===== src/sv/pidfa_pkg.sv =====
`timescale 1ns / 1ps
// Shared types, constants and saturating helpers for the filtered PID block.
// No dependencies; used by the top level.
package pidfa_pkg;

   // Default data width (Q8.8 samples) and fixed gain scaling
   localparam int DATA_WIDTH     = 16;
   localparam int GAIN_FRAC_BITS = 16;

   // Error filter weight: Q1.16, one is 2^16
   localparam int ALPHA_FRAC  = 16;
   localparam int ALPHA_WIDTH = 17;
   localparam logic [ALPHA_WIDTH-1:0] ALPHA_ONE = 17'd65536;

   // Register widths
   localparam int KP_WIDTH    = 24;
   localparam int KI_WIDTH    = 24;
   localparam int KD_WIDTH    = 32;
   localparam int LIMIT_WIDTH = 15;
   localparam int CSR_INDEX_WIDTH = 3;
   localparam int CSR_DATA_WIDTH  = 32;

   // Register reset values
   localparam logic [ALPHA_WIDTH-1:0] ALPHA_RESET = ALPHA_ONE;
   localparam logic [LIMIT_WIDTH-1:0] LIMIT_RESET = 15'd32767;

   // Arithmetic widths: state and terms are 32 bits, multiplier is 32 x 33
   localparam int TERM_WIDTH = 32;
   localparam int MUL_A_WIDTH = 32;
   localparam int MUL_B_WIDTH = 33;
   localparam int PROD_WIDTH  = MUL_A_WIDTH + MUL_B_WIDTH;
   localparam int WIDE_WIDTH  = PROD_WIDTH + 1;

   localparam logic signed [WIDE_WIDTH-1:0] SAT_MAX = 66'sd2147483647;
   localparam logic signed [WIDE_WIDTH-1:0] SAT_MIN = -66'sd2147483648;

   // Function codes of an input item
   localparam logic FUNC_COMPUTE = 1'b0;
   localparam logic FUNC_CLEAR   = 1'b1;

   // Configuration register indexes
   typedef enum logic [CSR_INDEX_WIDTH-1:0] {
      CSR_KP         = 3'd0,
      CSR_KI_DT      = 3'd1,
      CSR_KD_OVER_DT = 3'd2,
      CSR_ALPHA      = 3'd3,
      CSR_LIMIT      = 3'd4
   } csr_index_type;

   // Sequencer states
   typedef enum logic [3:0] {
      ST_IDLE,
      ST_FILT_A,
      ST_FILT_B,
      ST_FILT_C,
      ST_FILT_D,
      ST_PROP,
      ST_INTEG,
      ST_DERIV,
      ST_SUM_I,
      ST_SUM_D,
      ST_OUT
   } state_type;

   // Saturate a wide signed value to 32 bits
   function automatic logic signed [TERM_WIDTH-1:0] sat32(
      input logic signed [WIDE_WIDTH-1:0] v
   );
      logic signed [TERM_WIDTH-1:0] r;
      if (v > SAT_MAX) begin
         r = 32'sh7fff_ffff;
      end else if (v < SAT_MIN) begin
         r = 32'sh8000_0000;
      end else begin
         r = v[TERM_WIDTH-1:0];
      end
      return r;
   endfunction

   // Round to nearest (ties up) while dropping sh fraction bits, then saturate
   function automatic logic signed [TERM_WIDTH-1:0] rnd_sat32(
      input logic signed [WIDE_WIDTH-1:0] v,
      input int unsigned                  sh
   );
      logic signed [WIDE_WIDTH-1:0] t;
      t = (v + (66'sd1 <<< (sh - 1))) >>> sh;
      return sat32(t);
   endfunction

endpackage


===== src/sv/pidfa_if.sv =====
`timescale 1ns / 1ps
// Valid/ready channel interfaces for request and response items.
// Standalone; the top level takes the sink of one and the source of the other.
interface pidfa_req_if #(
   parameter int DATA_WIDTH = 16
);
   logic                         valid;
   logic                         ready;
   logic                         func;
   logic signed [DATA_WIDTH-1:0] reference;
   logic signed [DATA_WIDTH-1:0] feedback;

   modport source (output valid, output func, output reference, output feedback,
                   input ready);
   modport sink   (input valid, input func, input reference, input feedback,
                   output ready);
endinterface

interface pidfa_rsp_if #(
   parameter int DATA_WIDTH = 16
);
   logic                         valid;
   logic                         ready;
   logic signed [DATA_WIDTH-1:0] control_output;
   logic                         clamped;

   modport source (output valid, output control_output, output clamped, input ready);
   modport sink   (input valid, input control_output, input clamped, output ready);
endinterface


===== src/sv/pid_filtered_antiwindup.sv =====
`timescale 1ns / 1ps
// PID controller with low-pass filtered derivative and anti-windup clamp.
// Depends on pidfa_pkg and the channel interfaces in pidfa_if.sv.
//
// One request item per control tick. A clear item (func 1) zeroes the integral,
// filtered error and previous error in the cycle it is taken and gives no
// response. A compute item (func 0) runs through a sequencer that feeds one
// shared 32 x 33 signed multiplier five times (two filter products, then the
// proportional, integral and derivative gains) followed by a chain of
// saturating adds; the response is loaded into the output register in the
// final step, and request ready returns only after it. The response register
// decouples the two sides: a new item is taken while the last response waits,
// and the sequencer only holds in its final step if the previous response is
// still not taken. Gain and limit registers are written through the csr port;
// the user must write them only while idle, as the block does not enforce it.
module pid_filtered_antiwindup #(
   parameter int DATA_WIDTH = pidfa_pkg::DATA_WIDTH
) (
   input  logic                                  clock,
   input  logic                                  reset,
   pidfa_req_if.sink                             req,
   pidfa_rsp_if.source                           rsp,
   input  logic                                  csr_we,
   input  logic [pidfa_pkg::CSR_INDEX_WIDTH-1:0] csr_index,
   input  logic [pidfa_pkg::CSR_DATA_WIDTH-1:0]  csr_wdata
);

   localparam int EW = DATA_WIDTH + 1;   // error width
   localparam int TW = pidfa_pkg::TERM_WIDTH;
   localparam int AW = pidfa_pkg::MUL_A_WIDTH;
   localparam int BW = pidfa_pkg::MUL_B_WIDTH;
   localparam int PW = pidfa_pkg::PROD_WIDTH;
   localparam int WW = pidfa_pkg::WIDE_WIDTH;

   // Configuration registers
   logic signed [pidfa_pkg::KP_WIDTH-1:0]  kp_ff;
   logic signed [pidfa_pkg::KI_WIDTH-1:0]  ki_ff;
   logic signed [pidfa_pkg::KD_WIDTH-1:0]  kd_ff;
   logic [pidfa_pkg::ALPHA_WIDTH-1:0]      alpha_ff;
   logic [pidfa_pkg::LIMIT_WIDTH-1:0]      limit_ff;

   // Controller state
   logic signed [TW-1:0] integral_ff, integral_in;
   logic signed [TW-1:0] fe_ff, fe_in;
   logic signed [EW-1:0] prev_ff, prev_in;

   // Sequencer and working registers
   pidfa_pkg::state_type state_ff, state_in;
   logic signed [DATA_WIDTH-1:0] ref_ff, ref_in;
   logic signed [EW-1:0]         err_ff, err_in;
   logic signed [PW-1:0]         prod_ff, prod_in;
   logic signed [WW-1:0]         acc_ff, acc_in;
   logic signed [TW-1:0]         fe_new_ff, fe_new_in;
   logic signed [TW-1:0]         deriv_ff, deriv_in;
   logic signed [TW-1:0]         term_ff, term_in;
   logic signed [TW-1:0]         integ_ff, integ_in;
   logic signed [TW-1:0]         sum_ff, sum_in;

   // Response register
   logic                         rsp_valid_ff, rsp_valid_in;
   logic signed [DATA_WIDTH-1:0] rsp_output_ff, rsp_output_in;
   logic                         rsp_clamped_ff, rsp_clamped_in;

   // Combinational helpers
   logic                                accept;
   logic                                rsp_free;
   logic                                clip;
   logic [pidfa_pkg::ALPHA_WIDTH-1:0]   alpha_eff;
   logic signed [AW-1:0]                mul_a;
   logic signed [BW-1:0]                mul_b;
   logic signed [TW:0]                  lim_pos;
   logic signed [TW:0]                  lim_neg;
   logic signed [TW-1:0]                clamped_sum;

   assign req.ready         = (state_ff == pidfa_pkg::ST_IDLE);
   assign accept            = req.valid && req.ready;
   assign rsp_free          = !rsp_valid_ff || rsp.ready;
   assign rsp.valid         = rsp_valid_ff;
   assign rsp.control_output = rsp_output_ff;
   assign rsp.clamped       = rsp_clamped_ff;

   // Alpha above one acts as one
   assign alpha_eff = (alpha_ff > pidfa_pkg::ALPHA_ONE) ? pidfa_pkg::ALPHA_ONE : alpha_ff;

   // Output clamp against +/- limit
   assign lim_pos = signed'((TW + 1)'(limit_ff));
   assign lim_neg = -lim_pos;
   always_comb begin
      clip        = 1'b1;
      clamped_sum = sum_ff;
      if ((TW + 1)'(sum_ff) > lim_pos) begin
         clamped_sum = lim_pos[TW-1:0];
      end else if ((TW + 1)'(sum_ff) < lim_neg) begin
         clamped_sum = lim_neg[TW-1:0];
      end else begin
         clip = 1'b0;
      end
   end

   // Shared multiplier operand select
   always_comb begin
      mul_a = '0;
      mul_b = '0;
      unique case (state_ff)
         pidfa_pkg::ST_FILT_A: begin
            mul_a = signed'(AW'(alpha_eff));
            mul_b = BW'(err_ff);
         end
         pidfa_pkg::ST_FILT_B: begin
            mul_a = signed'(AW'(pidfa_pkg::ALPHA_ONE - alpha_eff));
            mul_b = BW'(fe_ff);
         end
         pidfa_pkg::ST_FILT_D: begin
            mul_a = AW'(kp_ff);
            mul_b = BW'(err_ff);
         end
         pidfa_pkg::ST_PROP: begin
            mul_a = AW'(ki_ff);
            mul_b = BW'(prev_ff);
         end
         pidfa_pkg::ST_INTEG: begin
            mul_a = AW'(kd_ff);
            mul_b = BW'(deriv_ff);
         end
         default: begin
            mul_a = '0;
            mul_b = '0;
         end
      endcase
   end

   assign prod_in = PW'(mul_a) * PW'(mul_b);

   // Sequencer: next state and datapath updates
   always_comb begin
      state_in       = state_ff;
      ref_in         = ref_ff;
      err_in         = err_ff;
      acc_in         = acc_ff;
      fe_new_in      = fe_new_ff;
      deriv_in       = deriv_ff;
      term_in        = term_ff;
      integ_in       = integ_ff;
      sum_in         = sum_ff;
      integral_in    = integral_ff;
      fe_in          = fe_ff;
      prev_in        = prev_ff;
      rsp_output_in  = rsp_output_ff;
      rsp_clamped_in = rsp_clamped_ff;
      rsp_valid_in   = rsp.ready ? 1'b0 : rsp_valid_ff;

      unique case (state_ff)
         pidfa_pkg::ST_IDLE: begin
            if (accept) begin
               if (req.func == pidfa_pkg::FUNC_CLEAR) begin
                  integral_in = '0;
                  fe_in       = '0;
                  prev_in     = '0;
               end else begin
                  ref_in   = req.reference;
                  err_in   = EW'(req.reference) - EW'(req.feedback);
                  state_in = pidfa_pkg::ST_FILT_A;
               end
            end
         end
         pidfa_pkg::ST_FILT_A: begin
            state_in = pidfa_pkg::ST_FILT_B;
         end
         pidfa_pkg::ST_FILT_B: begin
            acc_in   = WW'(prod_ff);
            state_in = pidfa_pkg::ST_FILT_C;
         end
         pidfa_pkg::ST_FILT_C: begin
            acc_in   = acc_ff + WW'(prod_ff);
            state_in = pidfa_pkg::ST_FILT_D;
         end
         pidfa_pkg::ST_FILT_D: begin
            fe_new_in = pidfa_pkg::rnd_sat32(acc_ff, pidfa_pkg::ALPHA_FRAC);
            state_in  = pidfa_pkg::ST_PROP;
         end
         pidfa_pkg::ST_PROP: begin
            // derivative of the filtered error; proportional term
            deriv_in = pidfa_pkg::sat32(WW'(fe_new_ff) - WW'(fe_ff));
            term_in  = pidfa_pkg::rnd_sat32(WW'(prod_ff), pidfa_pkg::GAIN_FRAC_BITS);
            state_in = pidfa_pkg::ST_INTEG;
         end
         pidfa_pkg::ST_INTEG: begin
            sum_in   = pidfa_pkg::sat32(WW'(ref_ff) + WW'(term_ff));
            term_in  = pidfa_pkg::rnd_sat32(WW'(prod_ff), pidfa_pkg::GAIN_FRAC_BITS);
            state_in = pidfa_pkg::ST_DERIV;
         end
         pidfa_pkg::ST_DERIV: begin
            integ_in = pidfa_pkg::sat32(WW'(integral_ff) + WW'(term_ff));
            term_in  = pidfa_pkg::rnd_sat32(WW'(prod_ff), pidfa_pkg::GAIN_FRAC_BITS);
            state_in = pidfa_pkg::ST_SUM_I;
         end
         pidfa_pkg::ST_SUM_I: begin
            sum_in   = pidfa_pkg::sat32(WW'(sum_ff) + WW'(integ_ff));
            state_in = pidfa_pkg::ST_SUM_D;
         end
         pidfa_pkg::ST_SUM_D: begin
            sum_in   = pidfa_pkg::sat32(WW'(sum_ff) + WW'(term_ff));
            state_in = pidfa_pkg::ST_OUT;
         end
         pidfa_pkg::ST_OUT: begin
            // clamp, commit state and load the response once the slot is free
            if (rsp_free) begin
               rsp_valid_in   = 1'b1;
               rsp_output_in  = clamped_sum[DATA_WIDTH-1:0];
               rsp_clamped_in = clip;
               if (!clip) begin
                  integral_in = integ_ff;
               end
               fe_in    = fe_new_ff;
               prev_in  = err_ff;
               state_in = pidfa_pkg::ST_IDLE;
            end
         end
         default: begin
            state_in = pidfa_pkg::ST_IDLE;
         end
      endcase
   end

   // Control state and controller state
   always_ff @(posedge clock) begin
      if (reset) begin
         state_ff     <= pidfa_pkg::ST_IDLE;
         rsp_valid_ff <= 1'b0;
         integral_ff  <= '0;
         fe_ff        <= '0;
         prev_ff      <= '0;
      end else begin
         state_ff     <= state_in;
         rsp_valid_ff <= rsp_valid_in;
         integral_ff  <= integral_in;
         fe_ff        <= fe_in;
         prev_ff      <= prev_in;
      end
   end

   // Working registers, no reset
   always_ff @(posedge clock) begin
      ref_ff         <= ref_in;
      err_ff         <= err_in;
      prod_ff        <= prod_in;
      acc_ff         <= acc_in;
      fe_new_ff      <= fe_new_in;
      deriv_ff       <= deriv_in;
      term_ff        <= term_in;
      integ_ff       <= integ_in;
      sum_ff         <= sum_in;
      rsp_output_ff  <= rsp_output_in;
      rsp_clamped_ff <= rsp_clamped_in;
   end

   // Configuration register writes; unknown indexes are ignored
   always_ff @(posedge clock) begin
      if (reset) begin
         kp_ff    <= '0;
         ki_ff    <= '0;
         kd_ff    <= '0;
         alpha_ff <= pidfa_pkg::ALPHA_RESET;
         limit_ff <= pidfa_pkg::LIMIT_RESET;
      end else if (csr_we) begin
         unique case (pidfa_pkg::csr_index_type'(csr_index))
            pidfa_pkg::CSR_KP:         kp_ff    <= csr_wdata[pidfa_pkg::KP_WIDTH-1:0];
            pidfa_pkg::CSR_KI_DT:      ki_ff    <= csr_wdata[pidfa_pkg::KI_WIDTH-1:0];
            pidfa_pkg::CSR_KD_OVER_DT: kd_ff    <= csr_wdata[pidfa_pkg::KD_WIDTH-1:0];
            pidfa_pkg::CSR_ALPHA:      alpha_ff <= csr_wdata[pidfa_pkg::ALPHA_WIDTH-1:0];
            pidfa_pkg::CSR_LIMIT:      limit_ff <= csr_wdata[pidfa_pkg::LIMIT_WIDTH-1:0];
            default: begin
            end
         endcase
      end
   end

`ifndef SYNTHESIS
   // A response only appears out of the final sequencer step
   a_rsp_from_out: assert property (@(posedge clock) disable iff (reset)
      $rose(rsp_valid_ff) |-> $past(state_ff) == pidfa_pkg::ST_OUT)
      else $error("response raised outside final step");

   // Anti-windup: a clamped tick leaves the integral untouched
   a_windup_hold: assert property (@(posedge clock) disable iff (reset)
      (state_ff == pidfa_pkg::ST_OUT && rsp_free && clip) |=> $stable(integral_ff))
      else $error("integral changed on a clamped tick");

   // Previous error moves only on a committed tick or a clear item
   a_prev_update: assert property (@(posedge clock) disable iff (reset)
      !$stable(prev_ff) |-> ($past(state_ff) == pidfa_pkg::ST_OUT
                             || $past(accept) || $past(reset)))
      else $error("previous error changed outside commit");

   // The sequencer never holds the request side open mid-computation
   a_busy_not_ready: assert property (@(posedge clock) disable iff (reset)
      (accept && req.func == pidfa_pkg::FUNC_COMPUTE) |=> !req.ready)
      else $error("ready while a compute item is in flight");
`endif

endmodule

===== src/flat_wrapper.sv =====
// flat-port wrapper written by rule: the top's interface ports become plain ports
module pid_filtered_antiwindup_flat 
#(
   parameter int DATA_WIDTH = pidfa_pkg::DATA_WIDTH
)
  (clock, reset, csr_we, csr_index, csr_wdata, req_valid, req_func, req_reference, req_feedback, req_ready, rsp_valid, rsp_control_output, rsp_clamped, rsp_ready);
  pidfa_req_if #(.DATA_WIDTH(DATA_WIDTH)) req_i ();
  pidfa_rsp_if #(.DATA_WIDTH(DATA_WIDTH)) rsp_i ();
  input  logic clock;
  input  logic reset;
  input  logic csr_we;
  input  logic [pidfa_pkg::CSR_INDEX_WIDTH-1:0] csr_index;
  input  logic [pidfa_pkg::CSR_DATA_WIDTH-1:0] csr_wdata;
  input wire logic [$bits(req_i.valid)-1:0] req_valid;
  input wire logic [$bits(req_i.func)-1:0] req_func;
  input wire logic [$bits(req_i.reference)-1:0] req_reference;
  input wire logic [$bits(req_i.feedback)-1:0] req_feedback;
  output wire logic [$bits(req_i.ready)-1:0] req_ready;
  output wire logic [$bits(rsp_i.valid)-1:0] rsp_valid;
  output wire logic [$bits(rsp_i.control_output)-1:0] rsp_control_output;
  output wire logic [$bits(rsp_i.clamped)-1:0] rsp_clamped;
  input wire logic [$bits(rsp_i.ready)-1:0] rsp_ready;
  assign req_i.valid = req_valid;
  assign req_i.func = req_func;
  assign req_i.reference = req_reference;
  assign req_i.feedback = req_feedback;
  assign req_ready = req_i.ready;
  assign rsp_valid = rsp_i.valid;
  assign rsp_control_output = rsp_i.control_output;
  assign rsp_clamped = rsp_i.clamped;
  assign rsp_i.ready = rsp_ready;
  pid_filtered_antiwindup #(.DATA_WIDTH(DATA_WIDTH)) u_core (.clock(clock), .reset(reset), .req(req_i), .rsp(rsp_i), .csr_we(csr_we), .csr_index(csr_index), .csr_wdata(csr_wdata));
endmodule

===== config.mk =====
export PLATFORM = sky130hd
export DESIGN_NAME = pid_filtered_antiwindup_flat
export DESIGN_NICKNAME = d
export VERILOG_FILES = /design/src/sv/pidfa_pkg.sv /design/src/sv/pidfa_if.sv /design/src/sv/pid_filtered_antiwindup.sv /design/src/flat_wrapper.sv
export SDC_FILE = /design/constraint.sdc
export NUM_CORES = 2
export LEC_CHECK = 0
export CORE_MARGIN = 2
export CORE_UTILIZATION = 62
export DETAILED_ROUTE_END_ITERATION = 10
export DONT_BUFFER_PORTS = 1
export PLACE_DENSITY = 0.89
export SLEW_MARGIN = 20
export SYNTH_ARGS = -nofsm -noshare
export SYNTH_HDL_FRONTEND = slang
export SYNTH_SLANG_ARGS = --single-unit

===== constraint.sdc =====
create_clock -name clock -period 12.75 [get_ports clock]
set_input_delay 0.6375 -clock clock [delete_from_list [all_inputs] [get_ports clock]]
set_output_delay 0.6375 -clock clock [all_outputs]
set_load 0.05 [all_outputs]

==> results.toml <==
[sta]
max_freq_mhz = 83.0
unrepaired_setup_endpoints_after_global_routing = "no"
finalClockSkew_ns = 0.0786
measured_slew_at_the_worst_slew_check_pin_ns = 1.29
final.hold.worst_slack_ns = 0.0566
setup_viol = 0
setup_total_negative_slack_ns = 0
timing.final.hold_violations = 0
final.period_utilization = 0.945
timing.slew.headroom = 0.136
finalMaxSlewViolations = 0
final.min_clock_period_ns = 12.05

[routing]
firstDrtPassIters = 7
detail_route.vias_per_cell = 6.36
dr_total_vias = 62700
route.detailed.drc = 0
wl_mm = 230
post_route_antenna_net_violation_count = 0
post_drt_wl_per_cell_um = 23.3
initialDrtViolationCount = 7722

[die]
die_w_um = 347
fp.dieArea_um2 = 120000
initial_cell_density_of_the_core = 0.626
number_of_primary_i_o_pins = 92
placeableCoreArea_um2 = 116000
die_height_um = 347
placement_rows = 125

[global_route]
grt_pass1_vias = 64400
grt_pass1_wl_mm = 359
grt_max_degree = 168
grt_overflow_total = 0
groute.usage.overall = 0.384
antenna_found_initial = 12

[yosys]
syn_area_um2 = 72900
synth_top_flop_cell = "edfxtp_1"
synth_enable_flop_cells = 276
post_synth_inst_count = 8436
synth_cell_type_count = 103
ys_async_sr_fraction = 0
avgSynthCellArea_um2 = 8.64
mappedNetlistNets = 10100
yosys-top-cells-area = "fa_1 (30%), edfxtp_1 (11%), ha_1 (8.2%)"
yosysTopAreaCellShare = 0.301
synth_seq_area_share = 0.186
synth_top_area_cell = "fa_1"
synth.cells.most_frequent = "inv_1 (1426), nand2_1 (1278), fa_1 (1097), nor2_1 (648), a21oi_1 (515)"
yosys_warnings = 0
yosysMostFrequentCell = "inv_1"
synth_seq_cells = 539

[clocking]
post_cts_resized = 0
tritoncts_num_sinks = 539
clock_pin_transition_on_the_worst_setup_and_hold_timing_paths_ns = 0.06
cts.path.max_buffers = 3
tritoncts.num_buffers = 61
clock_latency_ns = 0.72
cts_h_tree_depth = 2
cts.root.buffer_cell = "clkbuf_16"
tritoncts_clock_tree = "done"

[setup_path]
timing.critical_path.arrival_ns = 12.58
ff2ff_path_depth = 37
worstSetupEndpointType = "register"
worstReg2RegStart = "u_core.alpha_ff[4]$_SDFFE_PP0P_"
worstSetupPathType = "register to register"
worst-endpoint-required_ns = 13.27
critical-path-top-cell-by-count = "fa_1"
slowest_stage = "o31ai_1"
ff2ff_setup_slack_ns = 0.70
startpoint_type = "register"
critical_path.reg2reg.endpoint = "u_core.prod_ff[64]$_DFF_P_"
critical_path_max_stage_delay_ns = 0.72
critPathMaxFanout = 26

[cells_and_area]
multiInputGateArea_um2 = 52700
drive_above_1_share = 0.0430
final_nets = 9922
area.sequential_um2 = 13600
area_growth_pct = 5.61
fillerInstances = 9011

[hold_path]
hold_path_depth = 1
hp-start = "reset"
worstHoldPathType = "input port to register"
holdPathEnd = "u_core.state_ff[3]$_SDFFE_PP0P_"

[placement]
routabilityCongestion = 1.03
post-dp-hpwl_mm = 182
port-buffer-count = 0

[power_and_ir_drop]
vdd_drop_max_uv = 106
power_density_nw_per_um2 = 61.6
p_leak_nw = 35.9

[job]
cap_viol_max_count = 0

[run_status]
run_status = "finished clean"
layer usage:
layer | global-route usage | vias up | wire, um | part of all wire
met5 | 0 | - | 85 | 0.00037
li1 | - | 27000 | - | -
met2 | 0.580 | 4231 | 99500 | 0.43
met4 | 0.224 | 14 | 16300 | 0.071
met1 | 0.488 | 30500 | 82500 | 0.36
met3 | 0.122 | 1037 | 31200 | 0.14
timing repair:
action | 4_1_cts | 5_1_grt
hold buffers | 17 | 0
buffers inserted | 0 | 0
endpoints found under the hold margin | 18 | 0
registers in the layout, indices dropped and copies added (netlist names), 16 cells and up:
signal                     flops
u_core.kp_ff                  24
u_core.prev_ff                17
u_core.sum_ff                 32
u_core.prod_ff                65
u_core.fe_ff                  32
u_core.integ_ff               32
u_core.err_ff                 17
u_core.deriv_ff               32
u_core.term_ff                32
u_core.acc_ff                 66
u_core.fe_new_ff              32
u_core.alpha_ff               17
u_core.ref_ff                 16
u_core.integral_ff            32
u_core.rsp.control_output     16
u_core.ki_ff                  24
u_core.kd_ff                  32
kinds of logic (layout without fill, tap and decap cells):
kind of cell             count (synthesis)  in the layout  share of synthesized area
other                                    0              8                          0
flip-flops                             539            539                      0.186
adder cells (fa/ha/maj)               1592           1592                      0.386
multiplexers                            17             17                    0.00235
AND/OR/NAND/NOR                       2573           2573                      0.154
AO/OA/AOI/OAI                         1542           1542                      0.134
XOR/XNOR                               357            357                     0.0429
buffers and inverters                 1816           1707                     0.0946
cell usage in the layout, fill, tap and decap left out, types with 23 or more instances in the layout:
cell type	Yosys	layout
or3_1	30	30
nor2b_1	31	31
buf_4	4	142
nor3_1	66	62
xnor2_1	208	208
nand3_1	165	165
a22oi_1	41	41
a31oi_1	46	43
a21oi_1	515	508
clkbuf_16	0	63
fa_1	1097	1097
ha_1	478	478
a21o_1	177	177
and2_1	35	35
xor2_1	149	149
and3_1	61	60
a22o_1	37	37
edfxtp_1	276	276
nand2_1	1278	1276
and4_1	25	23
a221o_1	23	23
o21a_1	45	45
dfxtp_1	263	263
o21bai_1	48	48
o211ai_1	39	39
nand4_1	84	84
nor2_1	648	643
inv_1	1426	1426
o21ai_0	324	324
nand2b_1	41	41
a211oi_1	35	35
worst max-delay path by stage:
stage / from / endpoint / slack (ns) / depth (start not counted)
after detailed placement: u_core.alpha_ff[4]$_SDFFE_PP0P_ / u_core.prod_ff[64]$_DFF_P_ / 1.02 / 37
after floorplan: u_core.alpha_ff[4]$_SDFFE_PP0P_ / u_core.prod_ff[63]$_DFF_P_ / 1.96 / 40
after global routing: u_core.alpha_ff[4]$_SDFFE_PP0P_ / u_core.prod_ff[62]$_DFF_P_ / 0.06 / 37
after global placement: u_core.alpha_ff[4]$_SDFFE_PP0P_ / u_core.prod_ff[62]$_DFF_P_ / 1.19 / 37
after CTS: u_core.alpha_ff[4]$_SDFFE_PP0P_ / u_core.prod_ff[62]$_DFF_P_ / 0.91 / 37
final: u_core.alpha_ff[4]$_SDFFE_PP0P_ / u_core.prod_ff[64]$_DFF_P_ / 0.70 / 37
critical path: cells and delay by family (launching register included):
family / cells / cell delay (ns)
flip-flops: 1 / 0.37
AO/OA/AOI/OAI: 11 / 3.14
buffers and inverters: 5 / 0.62
adder cells (fa/ha/maj): 10 / 4.80
AND/OR/NAND/NOR: 11 / 2.94
area by class of cell:
cell class              count  share of cell area
repair buffers            164              0.0168
inverters                1427              0.0696
well taps                1524              0.0248
flip-flops and latches    539               0.176
clock buffers              73              0.0215
multi-input cells        6081               0.684
clock inverters            43             0.00683
diodes                      8            0.000260
report_power, final:
part,switching (mW),total (mW),internal [mW]
Combinational,0.588,0.857,0.269
Sequential,0.0640,1.96,1.90
Clock,0.809,1.92,1.11
Total,1.46,4.74,3.28
stage by stage:
stage,util,total power [mW],std cells,setup slack (ns),cell area [um2]
floorplan,-,2.52,8436,1.96,72900
global placement,0.641,2.78,9714,1.19,74500
global route,0.661,4.87,9853,0.0558,76900
finish,0.661,4.74,9859,0.698,77000
CTS,0.661,4.71,9847,0.911,76900
detailed placement,0.641,2.80,9714,1.02,74500
Power figures use the tool's default switching activity.
